$ cat src/hdl/nfba_pkg.sv
// Package for the next-fit block allocator: shared constants, codes, state and
// micro-operation enums, and the command/status structs between controller and datapath.
// No dependencies.
`timescale 1ns / 1ps

package nfba_pkg;

    // Defaults for the top-level parameters (HEAP_UNITS and UNIT_BYTES: powers of two)
    localparam int HEAP_UNITS_DEF = 4096;
    localparam int UNIT_BYTES_DEF = 16;

    // Fixed field widths
    localparam int ADDR_W  = 12;
    localparam int BYTES_W = 16;
    localparam int GROW_W  = 12;
    localparam int LIMIT_W = 13;
    localparam int CFG_W   = 13;
    localparam int UNITS_W = 17;
    localparam int CMP_W   = 18;

    // Configuration reset values
    localparam logic [GROW_W-1:0]  GROW_MIN_RST    = 12'd1024;
    localparam logic [LIMIT_W-1:0] ARENA_LIMIT_RST = 13'd4096;

    // Operation codes
    localparam logic OP_ALLOC = 1'b0;
    localparam logic OP_FREE  = 1'b1;

    // Configuration register indexes
    localparam logic CFG_GROW_MIN    = 1'b0;
    localparam logic CFG_ARENA_LIMIT = 1'b1;

    typedef enum logic [4:0] {
        S_IDLE,
        S_START,
        S_A_ROOT,
        S_A_LINK,
        S_A_FETCH,
        S_A_CHECK,
        S_A_CARVE2,
        S_A_REGROW,
        S_A_RELINK,
        S_I_FETCH,
        S_I_CHECK,
        S_I_RDNX,
        S_I_HI,
        S_I_LO,
        S_RESP
    } state_t;

    typedef enum logic [4:0] {
        DP_NOP,
        DP_LATCH,
        DP_START,
        DP_A_ROOT,
        DP_A_LINK,
        DP_A_FETCH,
        DP_A_TAKE,
        DP_A_CARVE,
        DP_A_CARVE2,
        DP_A_NEXT,
        DP_GROW,
        DP_A_REGROW,
        DP_A_RELINK,
        DP_I_FETCH,
        DP_I_FOUND,
        DP_I_NEXT,
        DP_I_RDNX,
        DP_I_HI,
        DP_I_LO,
        DP_FAIL,
        DP_EMIT
    } dp_op_t;

    typedef struct packed {
        dp_op_t op;
    } dp_cmd_t;

    typedef struct packed {
        logic op_free;
        logic bad_free;
        logic fit;
        logic exact;
        logic at_rover;
        logic grow_ok;
        logic walk_end;
        logic found;
        logic iwalk_end;
    } dp_stat_t;

endpackage

$ cat src/hdl/nfba_ctrl.sv
// Controller of the next-fit block allocator: sequences list walks, growth,
// insertion and the result handshake. Depends on nfba_pkg.
`timescale 1ns / 1ps

module nfba_ctrl (
    input  logic              clk,
    input  logic              rst_n,
    input  logic              in_valid,
    output logic              in_ready,
    output logic              out_valid,
    input  logic              out_ready,
    input  nfba_pkg::dp_stat_t st,
    output nfba_pkg::dp_cmd_t  cmd
);

    nfba_pkg::state_t state_reg, state_next;
    logic ins_grow_reg, ins_grow_next;
    logic out_valid_reg, out_valid_next;

    // State and flags
    always_ff @(posedge clk or negedge rst_n)
    begin
        if (!rst_n)
        begin
            state_reg     <= nfba_pkg::S_IDLE;
            ins_grow_reg  <= 1'b0;
            out_valid_reg <= 1'b0;
        end
        else
        begin
            state_reg     <= state_next;
            ins_grow_reg  <= ins_grow_next;
            out_valid_reg <= out_valid_next;
        end
    end

    // Next state and datapath command
    always_comb
    begin
        state_next     = state_reg;
        ins_grow_next  = ins_grow_reg;
        out_valid_next = out_valid_reg && !out_ready;
        cmd.op         = nfba_pkg::DP_NOP;
        unique case (state_reg)
            nfba_pkg::S_IDLE:
            begin
                if (in_valid)
                begin
                    cmd.op     = nfba_pkg::DP_LATCH;
                    state_next = nfba_pkg::S_START;
                end
            end
            nfba_pkg::S_START:
            begin
                cmd.op = nfba_pkg::DP_START;
                priority if (!st.op_free)
                    state_next = nfba_pkg::S_A_ROOT;
                else if (st.bad_free)
                    state_next = nfba_pkg::S_RESP;
                else
                begin
                    ins_grow_next = 1'b0;
                    state_next    = nfba_pkg::S_I_FETCH;
                end
            end
            nfba_pkg::S_A_ROOT:
            begin
                cmd.op     = nfba_pkg::DP_A_ROOT;
                state_next = nfba_pkg::S_A_LINK;
            end
            nfba_pkg::S_A_LINK:
            begin
                cmd.op     = nfba_pkg::DP_A_LINK;
                state_next = nfba_pkg::S_A_FETCH;
            end
            nfba_pkg::S_A_FETCH:
            begin
                cmd.op     = nfba_pkg::DP_A_FETCH;
                state_next = nfba_pkg::S_A_CHECK;
            end
            nfba_pkg::S_A_CHECK:
            begin
                priority if (st.fit && st.exact)
                begin
                    cmd.op     = nfba_pkg::DP_A_TAKE;
                    state_next = nfba_pkg::S_RESP;
                end
                else if (st.fit)
                begin
                    cmd.op     = nfba_pkg::DP_A_CARVE;
                    state_next = nfba_pkg::S_A_CARVE2;
                end
                else if (st.at_rover && st.grow_ok)
                begin
                    cmd.op        = nfba_pkg::DP_GROW;
                    ins_grow_next = 1'b1;
                    state_next    = nfba_pkg::S_I_FETCH;
                end
                else if (st.at_rover || st.walk_end)
                begin
                    cmd.op     = nfba_pkg::DP_FAIL;
                    state_next = nfba_pkg::S_RESP;
                end
                else
                begin
                    cmd.op     = nfba_pkg::DP_A_NEXT;
                    state_next = nfba_pkg::S_A_FETCH;
                end
            end
            nfba_pkg::S_A_CARVE2:
            begin
                cmd.op     = nfba_pkg::DP_A_CARVE2;
                state_next = nfba_pkg::S_RESP;
            end
            nfba_pkg::S_A_REGROW:
            begin
                cmd.op     = nfba_pkg::DP_A_REGROW;
                state_next = nfba_pkg::S_A_RELINK;
            end
            nfba_pkg::S_A_RELINK:
            begin
                if (st.walk_end)
                begin
                    cmd.op     = nfba_pkg::DP_FAIL;
                    state_next = nfba_pkg::S_RESP;
                end
                else
                begin
                    cmd.op     = nfba_pkg::DP_A_RELINK;
                    state_next = nfba_pkg::S_A_FETCH;
                end
            end
            nfba_pkg::S_I_FETCH:
            begin
                cmd.op     = nfba_pkg::DP_I_FETCH;
                state_next = nfba_pkg::S_I_CHECK;
            end
            nfba_pkg::S_I_CHECK:
            begin
                priority if (st.found)
                begin
                    cmd.op     = nfba_pkg::DP_I_FOUND;
                    state_next = nfba_pkg::S_I_RDNX;
                end
                else if (st.iwalk_end)
                begin
                    cmd.op     = nfba_pkg::DP_FAIL;
                    state_next = nfba_pkg::S_RESP;
                end
                else
                begin
                    cmd.op     = nfba_pkg::DP_I_NEXT;
                    state_next = nfba_pkg::S_I_FETCH;
                end
            end
            nfba_pkg::S_I_RDNX:
            begin
                cmd.op     = nfba_pkg::DP_I_RDNX;
                state_next = nfba_pkg::S_I_HI;
            end
            nfba_pkg::S_I_HI:
            begin
                cmd.op     = nfba_pkg::DP_I_HI;
                state_next = nfba_pkg::S_I_LO;
            end
            nfba_pkg::S_I_LO:
            begin
                cmd.op     = nfba_pkg::DP_I_LO;
                state_next = ins_grow_reg ? nfba_pkg::S_A_REGROW : nfba_pkg::S_RESP;
            end
            nfba_pkg::S_RESP:
            begin
                // Hand over once the output register is free
                if (!out_valid_reg || out_ready)
                begin
                    cmd.op         = nfba_pkg::DP_EMIT;
                    out_valid_next = 1'b1;
                    state_next     = nfba_pkg::S_IDLE;
                end
            end
            default:
            begin
                state_next = nfba_pkg::S_IDLE;
            end
        endcase
    end

    assign in_ready  = (state_reg == nfba_pkg::S_IDLE);
    assign out_valid = out_valid_reg;

endmodule

$ cat config.mk
export PLATFORM = sky130hd
export DESIGN_NAME = nfba_ctrl
export DESIGN_NICKNAME = d
export VERILOG_FILES = /design/src/hdl/nfba_pkg.sv /design/src/hdl/nfba_ctrl.sv
export SDC_FILE = /design/constraint.sdc
export NUM_CORES = 1
export LEC_CHECK = 0
export BUFFER_PORTS_ARGS = -buffer_cell sky130_fd_sc_hd__buf_2
export CAP_MARGIN = 20
export CORE_UTILIZATION = 50
export DETAILED_ROUTE_END_ITERATION = 16
export PLACE_DENSITY = 0.86
export SLEW_MARGIN = 40
export SYNTH_ARGS = -nofsm -noshare
export SYNTH_HDL_FRONTEND = slang
export SYNTH_SLANG_ARGS = --single-unit
$ cat constraint.sdc
create_clock -name clk -period 2 [get_ports clk]
set_clock_uncertainty 0.2 [all_clocks]
set_input_delay 0.2 -clock clk [delete_from_list [all_inputs] [get_ports clk]]
set_output_delay 0.2 -clock clk [all_outputs]
set_load 0.005 [all_outputs]
==> results of run 1 <==
## cell families after synthesis
group / after synthesis / share of synthesized area, %
compound gates: 36 / 35.36
buf+inv: 13 / 8.750
simple gates: 43 / 31.97
flops: 6 / 21.43
xor+xnor: 2 / 2.500
## repair_timing
action	4_1_cts	5_1_grt
pin swaps	0	6
gates resized for setup	2	14
hold buffers	1	0
setup endpoints to repair	3	5
setup buffers	2	13
endpoints found under the hold margin	6	0
## worst max-delay path, cell delays in order (launching register included)
cell and delay, ns:
dfrtp_2 0.46, clkinvlp_4 0.21, nand2_1 0.12, a211oi_2 0.08, a2111o_1 0.33, buf_2 0.13
## power by group
| group | switching [mW] | total (mW) | internal (mW) |
|---|---|---|---|
| Sequential | 0.0910 | 0.278 | 0.187 |
| Combinational | 0.695 | 1.35 | 0.651 |
| Clock | 0.0499 | 0.118 | 0.0683 |
## final timing paths
kind / slack, ns / startpoint / to
worst max-delay path: 0.02 / state_reg[2] / cmd[0]
worst min register to register: 0.36 / ins_grow_reg / ins_grow_reg
min in group asynchronous: 0.10 / rst_n / state_reg[0]
worst max register to register: 0.21 / state_reg[2] / state_reg[0]
max in group asynchronous: 1.34 / rst_n / state_reg[1]
worst min-delay path: 0.04 / st[3] / ins_grow_reg
## final cells by class
cell class	instances	share of cell area, %
tap	15	1.840
clock buffer	3	2.209
sequential	6	14.97
multi-input combinational	81	50.92
inverter	5	2.209
timing repair buffer	42	27.85
## per-layer routing
metal,track usage (%),up-vias
li1,-,453
met2,54.51,93
met1,43.24,455
met4,12.07,0
met3,3.977,16
met5,0,-
## Yosys cell counts
master	count	share of area [%]
nor3_1	3	2.1
dfrtp_1	6	21
o2bb2ai_1	1	1.3
or4_1	1	1.1
buf_2	4	2.9
nand3_1	3	2.1
xnor2_1	1	1.3
a31oi_1	5	4.5
a2111o_1	1	1.6
nand4_1	3	2.7
a221o_1	1	1.4
a2bb2oi_1	1	1.3
xor2_1	1	1.3
nor4b_1	2	2.5
o32a_1	1	1.4
a211oi_1	3	3.2
inv_1	5	2.7
clkbuf_1	2	1.1
a21bo_2	1	1.4
o311a_1	1	1.4
buf_4	2	2.1
nor2_1	7	3.8
o2111ai_1	1	1.3
o311ai_0	1	1.3
o211ai_1	1	1.1
nand2b_1	4	3.6
nand3b_1	1	1.1
and2_1	1	0.89
a21oi_1	7	5.0
nand2_1	14	7.5
or3_1	1	0.89
nor2b_1	1	0.89
o21ai_2	1	1.3
a32oi_1	1	1.3
o21ai_0	8	5.7
and2b_1	1	1.1
a22oi_1	1	1.1
and4bb_2	1	1.8
## through the flow
step / util [%] / setup WS [ns] / area, sq um / power [mW] / setup TNS (ns)
floorplan: - / 0.4433 / 700.7 / 0.9234 / 0
global placement: 63.37 / 0.1480 / 824.5 / 1.232 / 0
detailed placement: 63.37 / 0.1738 / 824.5 / 1.248 / 0
CTS: 67.21 / 0.02381 / 874.6 / 1.404 / 0
global route: 78.37 / -0.05380 / 1020 / 1.854 / -0.1116
finish: 78.37 / 0.01798 / 1020 / 1.742 / 0
==> out/qor.csv, run 1 <==
metric;value;unit
port bufs;19;
CP max FO;7;
vias in the first global route;780;
clock slew at reported path FFs;0.05;ns
max-slew violation count;0;
CTS H-Tree Depth;1;
r2r worst-path depth;5;
GRT Overall Usage;33.10;%
largest net degree at the start of global routing;13;
routed vias/inst;6.691;
fraction of layout cells with a size suffix above 1;41.61;%
Ant. Diodes;0;
clk root buf;clkbuf_4;
Final Hold Fails;0;
Power Dens Cells;1709;nW/um^2
Post-DRT Antenna Nets;0;
Row Count;13;
Critical Path RT;1.60;ns
most frequent cells in the layout;buf_2, buf_4, nand2_1, o21ai_0;
nets;152;
library cells used by synthesis;38;
Hold WC Path Type;in -> reg;
Bufs on Longest Clock Path;2;
WL met2;1.251;mm
hpwl dp;1.682;mm
Die Y;39.44;um
max-cap viol count;0;
fillcell total;98;
Reg area;152.6;sq um
CP arrival;1.58;ns
minimum clock period;1.982;ns
# IOs;20;
fin crit share;99.10;%
detailed-route DRC error count;1;
Highest Signal Layer;met4;
1st-pass router iterations;11;
Avg WL per Cell;17.49;um
Placed Cells;133;
synthesized flop and latch total;6;
cts bufs inserted;3;
grt ovf;0;
M1 WL;1.029;mm
initial core utilization;53.85;%
syn avg cell area;7.007;sq um
Core Footprint;1301;sq um
CTS tree;yes;
Setup crit end kind;primary output;
via count;1017;
crit start category;flop;
non-filler instance count after layout;152;
syn nets;113;
multi-input logic area;519.2;sq um
failing checks;design-rule violations;
Worst Tran Pin Value;0.4513;ns
Hold Slack;0.04392;ns
Clk Latency, worst-skew pair;0.25;ns
met3 wire len;286;um
die width;39.44;um
Layout Area Growth over Synthesis;45.54;%
Fmax;504.5;MHz
P_leak;0.4733;nW
Crit Path Class;reg -> out;
max reg flops;4;
initial antenna violation count;0;
DIE AREA;1555;sq um
WL final;2.658;mm
Routability Congestion;0.9731;
first-pass GRT wire length;3.512;mm
final setup vio count;0;
register area share after synthesis;21.43;%
clk sink count;6;
Warnings, synthesis;0;
status;finished with violations;
Initial DRC Count;91;
Max VDD drop;0.8892;mV
WHS Path Cells;3;
synthesized area;700.7;sq um
commonest non-fill, non-tap cell in the layout;buf_2;
unrepaired setup endpoints after global routing;yes;
Max-slew headroom;69.49;%
Post-Synthesis Cells;100;
No activity file was read; power rests on OpenSTA's default activity.
==> inputs of run 2 (changes only) <==
Settings changed: ABC_AREA from default to 1.
==> run 2 against run 1 <==
Against the previous run: the run now ends clean; worst setup slack improved by 0.084 ns; power fell by 31%; final area fell by 16%; non-clock buffer count fell by 21; clock power fell by 8%; critical path type unchanged; highest routed layer unchanged.
==> out/qor.csv, run 2 <==
metric;value;unit;change
Clk Latency, worst-skew pair;0.23;ns;-0.02 ns
number of synthesized flops with an enable pin;0;;unchanged
post-synthesis cell type with the largest combined area;nand2_1;;
reg2reg start;state_reg[0];;
nets;172;;+13%
Synth Area in XOR/XNOR;0;%;-2.5 points
port bufs;19;;unchanged
Power Dens Cells;1398;nW/um^2;-18%
library cells used by synthesis;17;;-55%
DIE AREA;1547;sq um;-0.51%
compound-gate portion of the synthesized area;5.745;%;-30 points
final setup vio count;0;;unchanged
largest family of logic cells by synthesized area;simple AND/OR/NAND/NOR gates;;
Most common cell on crit path;nor2_1;;
Row Count;13;;unchanged
synthesized-area fraction occupied by adder cells;0;%;unchanged
GRT Overall Usage;29.39;%;-3.7 points
Core Footprint;1301;sq um;unchanged
most common cell in the netlist;nand2_1;;
most frequent cells in the layout;nand2_1, nor2_1, buf_2, inv_1, nand3_1;;
clk root buf;clkbuf_4;;
Synth top cells by count;nand2_1, nor2_1, inv_1, nand3_1, dfrtp_1;;
die width;39.34;um;-0.25%
Hold WC Path Type;in -> reg;;
syn avg cell area;5.240;sq um;-25%
Post-Synth Simple-Gate Area;62.48;%;+31 points
syn nets;146;;+29%
Critical Path RT;1.60;ns;about the same
vias in the first global route;762;;-2.3%
asr flop ratio synth;100.0;%;unchanged
CP Cell Sequence;nor2_1, nand2_1, nor2_1, nor2_1, nand4_1, buf_2;;
Avg WL per Cell;11.01;um;-37%
max-slew violation count;0;;unchanged
largest net degree at the start of global routing;11;;-2
commonest non-fill, non-tap cell in the layout;nand2_1;;
r2r worst-path depth;6;;+1
1st-pass router iterations;4;;-7
synthesized area;696.9;sq um;-0.54%
Ant. Diodes;0;;unchanged
Worst Tran Pin Value;0.3413;ns;-0.1099 ns
WL final;1.893;mm;-29%
post-synth top area share;25.31;%;+3.9 points
minimum clock period;1.898;ns;-0.08372 ns
Initial DRC Count;32;;-65%
fin crit share;94.91;%;-4.2 points
CP max stage cell;dfrtp_1;;
clk sink count;6;;unchanged
max reg flops;4;;unchanged
fraction of layout cells with a size suffix above 1;20.38;%;-21 points
Crit Path Class;reg -> out;;
Setup crit end kind;primary output;;
synthesized flop and latch total;6;;unchanged
via count;874;;-14%
grt ovf;0;;unchanged
Fmax;526.8;MHz;+4.4%
crit start category;flop;;
Routability Congestion;0.9197;;-5.5%
Post-Synthesis Cells;133;;+33%
detailed-route DRC error count;0;;-1
unrepaired setup endpoints after global routing;yes;;
largest cells by area after synthesis;nand2_1, dfrtp_1, nor2_1;;
non-filler instance count after layout;172;;+13%
Synth Flop Type;dfrtp_1;;
R2R Path End;state_reg[1];;
status;complete, no violations;;
register area share after synthesis;21.54;%;+0.12 points
hpwl dp;1.604;mm;-4.6%
Bufs on Longest Clock Path;2;;unchanged
routed vias/inst;5.081;;-24%
Final Hold Fails;0;;unchanged
Max-slew headroom;77.22;%;+7.7 points
first-pass GRT wire length;3.056;mm;-13%
max-cap viol count;0;;unchanged
Layout Area Growth over Synthesis;23.34;%;
setup tns final;0;ns;unchanged
mux contribution to synthesized area;0;%;unchanged
Placed Cells;167;;+26%
CTS tree;yes;;
initial antenna violation count;0;;unchanged
Warnings, synthesis;0;;unchanged
end of the worst hold path;out_valid;;
# IOs;20;;unchanged
Die Y;39.34;um;-0.25%
r2r setup slk;0.47;ns;+0.26 ns
CP max FO;6;;-1
worst hold start;out_ready;;
P_leak;0.5201;nW;+9.9%
CTS H-Tree Depth;1;;unchanged
Post-DRT Antenna Nets;0;;unchanged
WHS Path Cells;4;;+1
CP arrival;1.50;ns;-0.08 ns
cts bufs inserted;3;;unchanged
clock slew at reported path FFs;0.04;ns;about the same
initial core utilization;53.56;%;-0.29 points
Max VDD drop;0.8980;mV;+0.99%
slowest stage delay, CP;0.43;ns;-0.03 ns
-- run 2: changes by cell type after synthesis, sizes merged, moves of 3 or more --
cell	previous run	this run
buf	6	0
a211oi	3	0
inv	5	19
o21ai	9	4
nand2	14	47
a31oi	5	0
nand3	3	15
nor2	7	32
nand2b	4	0
a21oi	7	1
-- run 2: cell families after synthesis --
family	count (synthesis)
AND/OR/NAND/NOR	101
buffers and inverters	19
AO/OA/AOI/OAI	7
flip-flops	6
-- run 2: worst max path at each step --
stage | end | startpoint | cells past startpoint
6_report | cmd[0] | state_reg[2] | 6
3_5_place_dp | cmd[2] | state_reg[1] | 7
3_3_place_gp | cmd[2] | state_reg[1] | 7
2_1_floorplan | cmd[2] | state_reg[1] | 6
4_1_cts | cmd[2] | state_reg[1] | 7
5_1_grt | cmd[2] | state_reg[3] | 7
-- run 2: layout make-up --
type / count / area (sq um)
Inverter: 19 / 73.82
Clock buffer: 3 / 22.52
Multi-Input combinational cell: 108 / 480.5
Timing Repair Buffer: 21 / 112.6
Sequential cell: 6 / 151.4
Tap cell: 15 / 18.77
Fill cell: 126 / 441.7
-- run 2: power by group --
part	internal (mW)	leakage [nW]	switching (mW)
clock network	0.0676	0.0138	0.0399
logic	0.313	0.433	0.515
registers	0.184	0.0737	0.0822
total	0.564	0.520	0.638
-- run 2: critical path, delay by kind of cell, from the launching register on --
kind,cells,cell delay [ns]
and+or+nand+nor,5,0.71
DFF,1,0.43
buffers and inverters,1,0.11
-- run 2: what timing repair did --
action                                 4_1_cts  5_1_grt
hold buffers                                 1        0
setup endpoints to repair                    0        5
endpoints found under the hold margin        6        0
resized for setup                            0        4
buffers inserted                             0        1
-- run 2: per-layer routing --
layer / global-route usage (%) / vias to the layer above / routed length (um)
met5: 0 / - / 0
li1: - / 465 / -
met3: 7.955 / 4 / 116
met2: 48.33 / 28 / 902
met1: 35.09 / 377 / 850
met4: 13.79 / 0 / 23
-- run 2: metrics by stage --
| step | area [sq um] | hold WS [ns] | total power [mW] | utilization, % | worst slack [ns] |
|---|---|---|---|---|---|
| 6_report | 859.6 | 0.03573 | 1.202 | 66.06 | 0.1017 |
| 5_1_grt | 859.6 | 0.04158 | 1.342 | 66.06 | -0.009180 |
| 4_1_cts | 843.3 | 0.03367 | 1.174 | 64.81 | 0.01081 |
| 3_5_place_dp | 810.8 | -0.1727 | 1.059 | 62.31 | 0.2677 |
| 3_3_place_gp | 810.8 | -0.1763 | 1.052 | 62.31 | 0.2902 |
| 2_1_floorplan | 696.9 | -0.2956 | 0.8009 | - | 0.4984 |
==> inputs of run 3 (changes only) <==
Settings changed: CORE_ASPECT_RATIO from default to 1.25, CORE_UTILIZATION 50 to 35, PLACE_DENSITY 0.86 to 0.67.
==> run 3 against run 2 <==
Against the previous run: register-to-register slack lost 0.04 ns; critical endpoint is now cmd[2]; non-clock buffer count rose by 2; core utilization down 17 points; via count grew 3.3%; critical path type unchanged; fmax decreased by 0.56%; final area up 4.2%; cell count grew 3.5%.
==> out/qor.csv, run 3 (synthesis results as in run 2) <==
metric;value;unit;change
total power draw;1.271;mW;+5.7%
fraction of layout cells with a size suffix above 1;23.27;%;+2.9 points
CP max stage cell;dfrtp_2;;
Avg WL per Cell;10.99;um;-0.15%
max-slew violation count;0;;unchanged
clock slew at reported path FFs;0.04;ns;about the same
Clk Latency, worst-skew pair;0.24;ns;about the same
fin crit share;95.45;%;+0.53 points
Routability Congestion;0.8851;;-3.8%
Setup crit end kind;primary output;;
DIE AREA;2175;sq um;+41%
vias in the first global route;792;;+3.9%
reg2reg start;state_reg[1];;
multi-input logic area;495.5;sq um;+3.1%
hpwl dp;1.537;mm;-4.2%
max-cap viol count;0;;unchanged
unrepaired setup endpoints after global routing;no;;
1st-pass router iterations;4;;unchanged
nets;174;;+1.2%
initial antenna violation count;0;;unchanged
non-filler instance count after layout;178;;+3.5%
fillcell total;195;;+55%
Worst setup startpoint;state_reg[1];;
Fmax;523.8;MHz;-0.56%
routed vias/inst;5.073;;-0.16%
Worst Tran Pin Value;0.3512;ns;+0.009938 ns
GRT Overall Usage;18.57;%;-11 points
Crit Path Class;reg -> out;;
cts bufs inserted;3;;unchanged
Top Family by Delay on Critical Path;simple AND/OR/NAND/NOR gates;;
Bufs on Longest Clock Path;2;;unchanged
CTS H-Tree Depth;1;;unchanged
initial core utilization;38.55;%;-15 points
WL final;1.956;mm;+3.3%
Ant. Diodes;0;;unchanged
CP arrival;1.51;ns;about the same
Core Footprint;1808;sq um;+39%
Power Dens Cells;1419;nW/um^2;+1.4%
Initial DRC Count;38;;+19%
die width;41.91;um;+6.5%
max reg flops;4;;unchanged
minimum clock period;1.909;ns;+0.01067 ns
CP max FO;7;;+1
largest net degree at the start of global routing;11;;unchanged
Most common cell on crit path;nand2_1;;
Critical Path RT;1.60;ns;about the same
Post-DRT Antenna Nets;0;;unchanged
Row Count;17;;+4
Die Y;51.89;um;+32%
setup tns final;0;ns;unchanged
final setup vio count;0;;unchanged
commonest non-fill, non-tap cell in the layout;nand2_1;;
crit start category;flop;;
CP bufs+invs;2;;+1
Final Hold Fails;0;;unchanged
CTS tree;yes;;
Hold WC Path Type;in -> reg;;
# IOs;20;;unchanged
grt ovf;0;;unchanged
Hold Slack;0.04006;ns;+0.004328 ns
Reg area;152.6;sq um;+0.83%
detailed-route DRC error count;0;;unchanged
Placed Cells;171;;+2.4%
CP Cell Sequence;inv_4, nand2_2, nor2_4, nand2_1, and3_1, nand2_1, buf_2;;
Max VDD drop;0.7081;mV;-21%
slowest stage delay, CP;0.46;ns;+0.03 ns
first-pass GRT wire length;3.098;mm;+1.4%
port bufs;19;;unchanged
worst hold start;out_ready;;
via count;903;;+3.3%
status;complete, no violations;;
clk sink count;6;;unchanged
Max-slew headroom;76.34;%;-0.89 points
Layout Area Growth over Synthesis;28.55;%;
P_leak;0.5302;nW;+1.9%
most frequent cells in the layout;nand2_1, nor2_1, buf_2, inv_1, nand3_1;;
clk root buf;clkbuf_4;;
run 3: through the flow:
stage	area [sq um]	worst slack [ns]	utilization [%]
2_1_floorplan	696.9	0.4984	-
3_3_place_gp	815.8	0.2515	45.12
3_5_place_dp	815.8	0.2447	45.12
4_1_cts	855.8	0.009696	47.34
5_1_grt	895.9	0.003089	49.55
6_report	895.9	0.09103	49.55
run 3: area by class of cell:
class	count	area share [%]
Multi-Input combinational cell	108	55.31
Sequential cell	6	17.04
Timing Repair Buffer	23	14.25
Inverter	19	8.240
Tap cell	19	2.654
Clock buffer	3	2.514
run 3: path summary, 6_finish.rpt:
| path | slack (ns) | end | depth (start not counted) |
|---|---|---|---|
| min in group asynchronous | 0.11 | state_reg[3] | 2 |
| setup reg to reg | 0.43 | state_reg[0] | 8 |
| setup / recovery | 0.09 | cmd[2] | 7 |
| hold / removal | 0.04 | out_valid | 4 |
| hold reg to reg | 0.34 | out_valid | 2 |
| max in group asynchronous | 1.34 | state_reg[1] | 2 |
run 3: routing by layer:
metal | track usage (%) | share of wire, %
met1 | 21.98 | 40
met3 | 1.042 | 6.2
met4 | 12.90 | 4.3
met5 | 0 | 0
met2 | 32.03 | 49
run 3: worst register-to-register path: cells and delay by family (launching register included):
| family | cells | cell delay [ns] |
|---|---|---|
| simple gates | 6 | 0.57 |
| buf+inv | 2 | 0.27 |
| flops | 1 | 0.46 |
run 3: what timing repair did:
item                                   4_1_cts  5_1_grt
pin swaps                                    1        1
setup endpoints to repair                    1        5
endpoints found under the hold margin        6        0
gates resized for setup                      0       10
hold buffers                                 1        0
setup buffers                                1        2
run 3: report_power, final:
group	internal [mW]	switching, mW
Clock	0.0677	0.0418
Combinational	0.347	0.534
Sequential	0.186	0.0939
Total	0.601	0.669
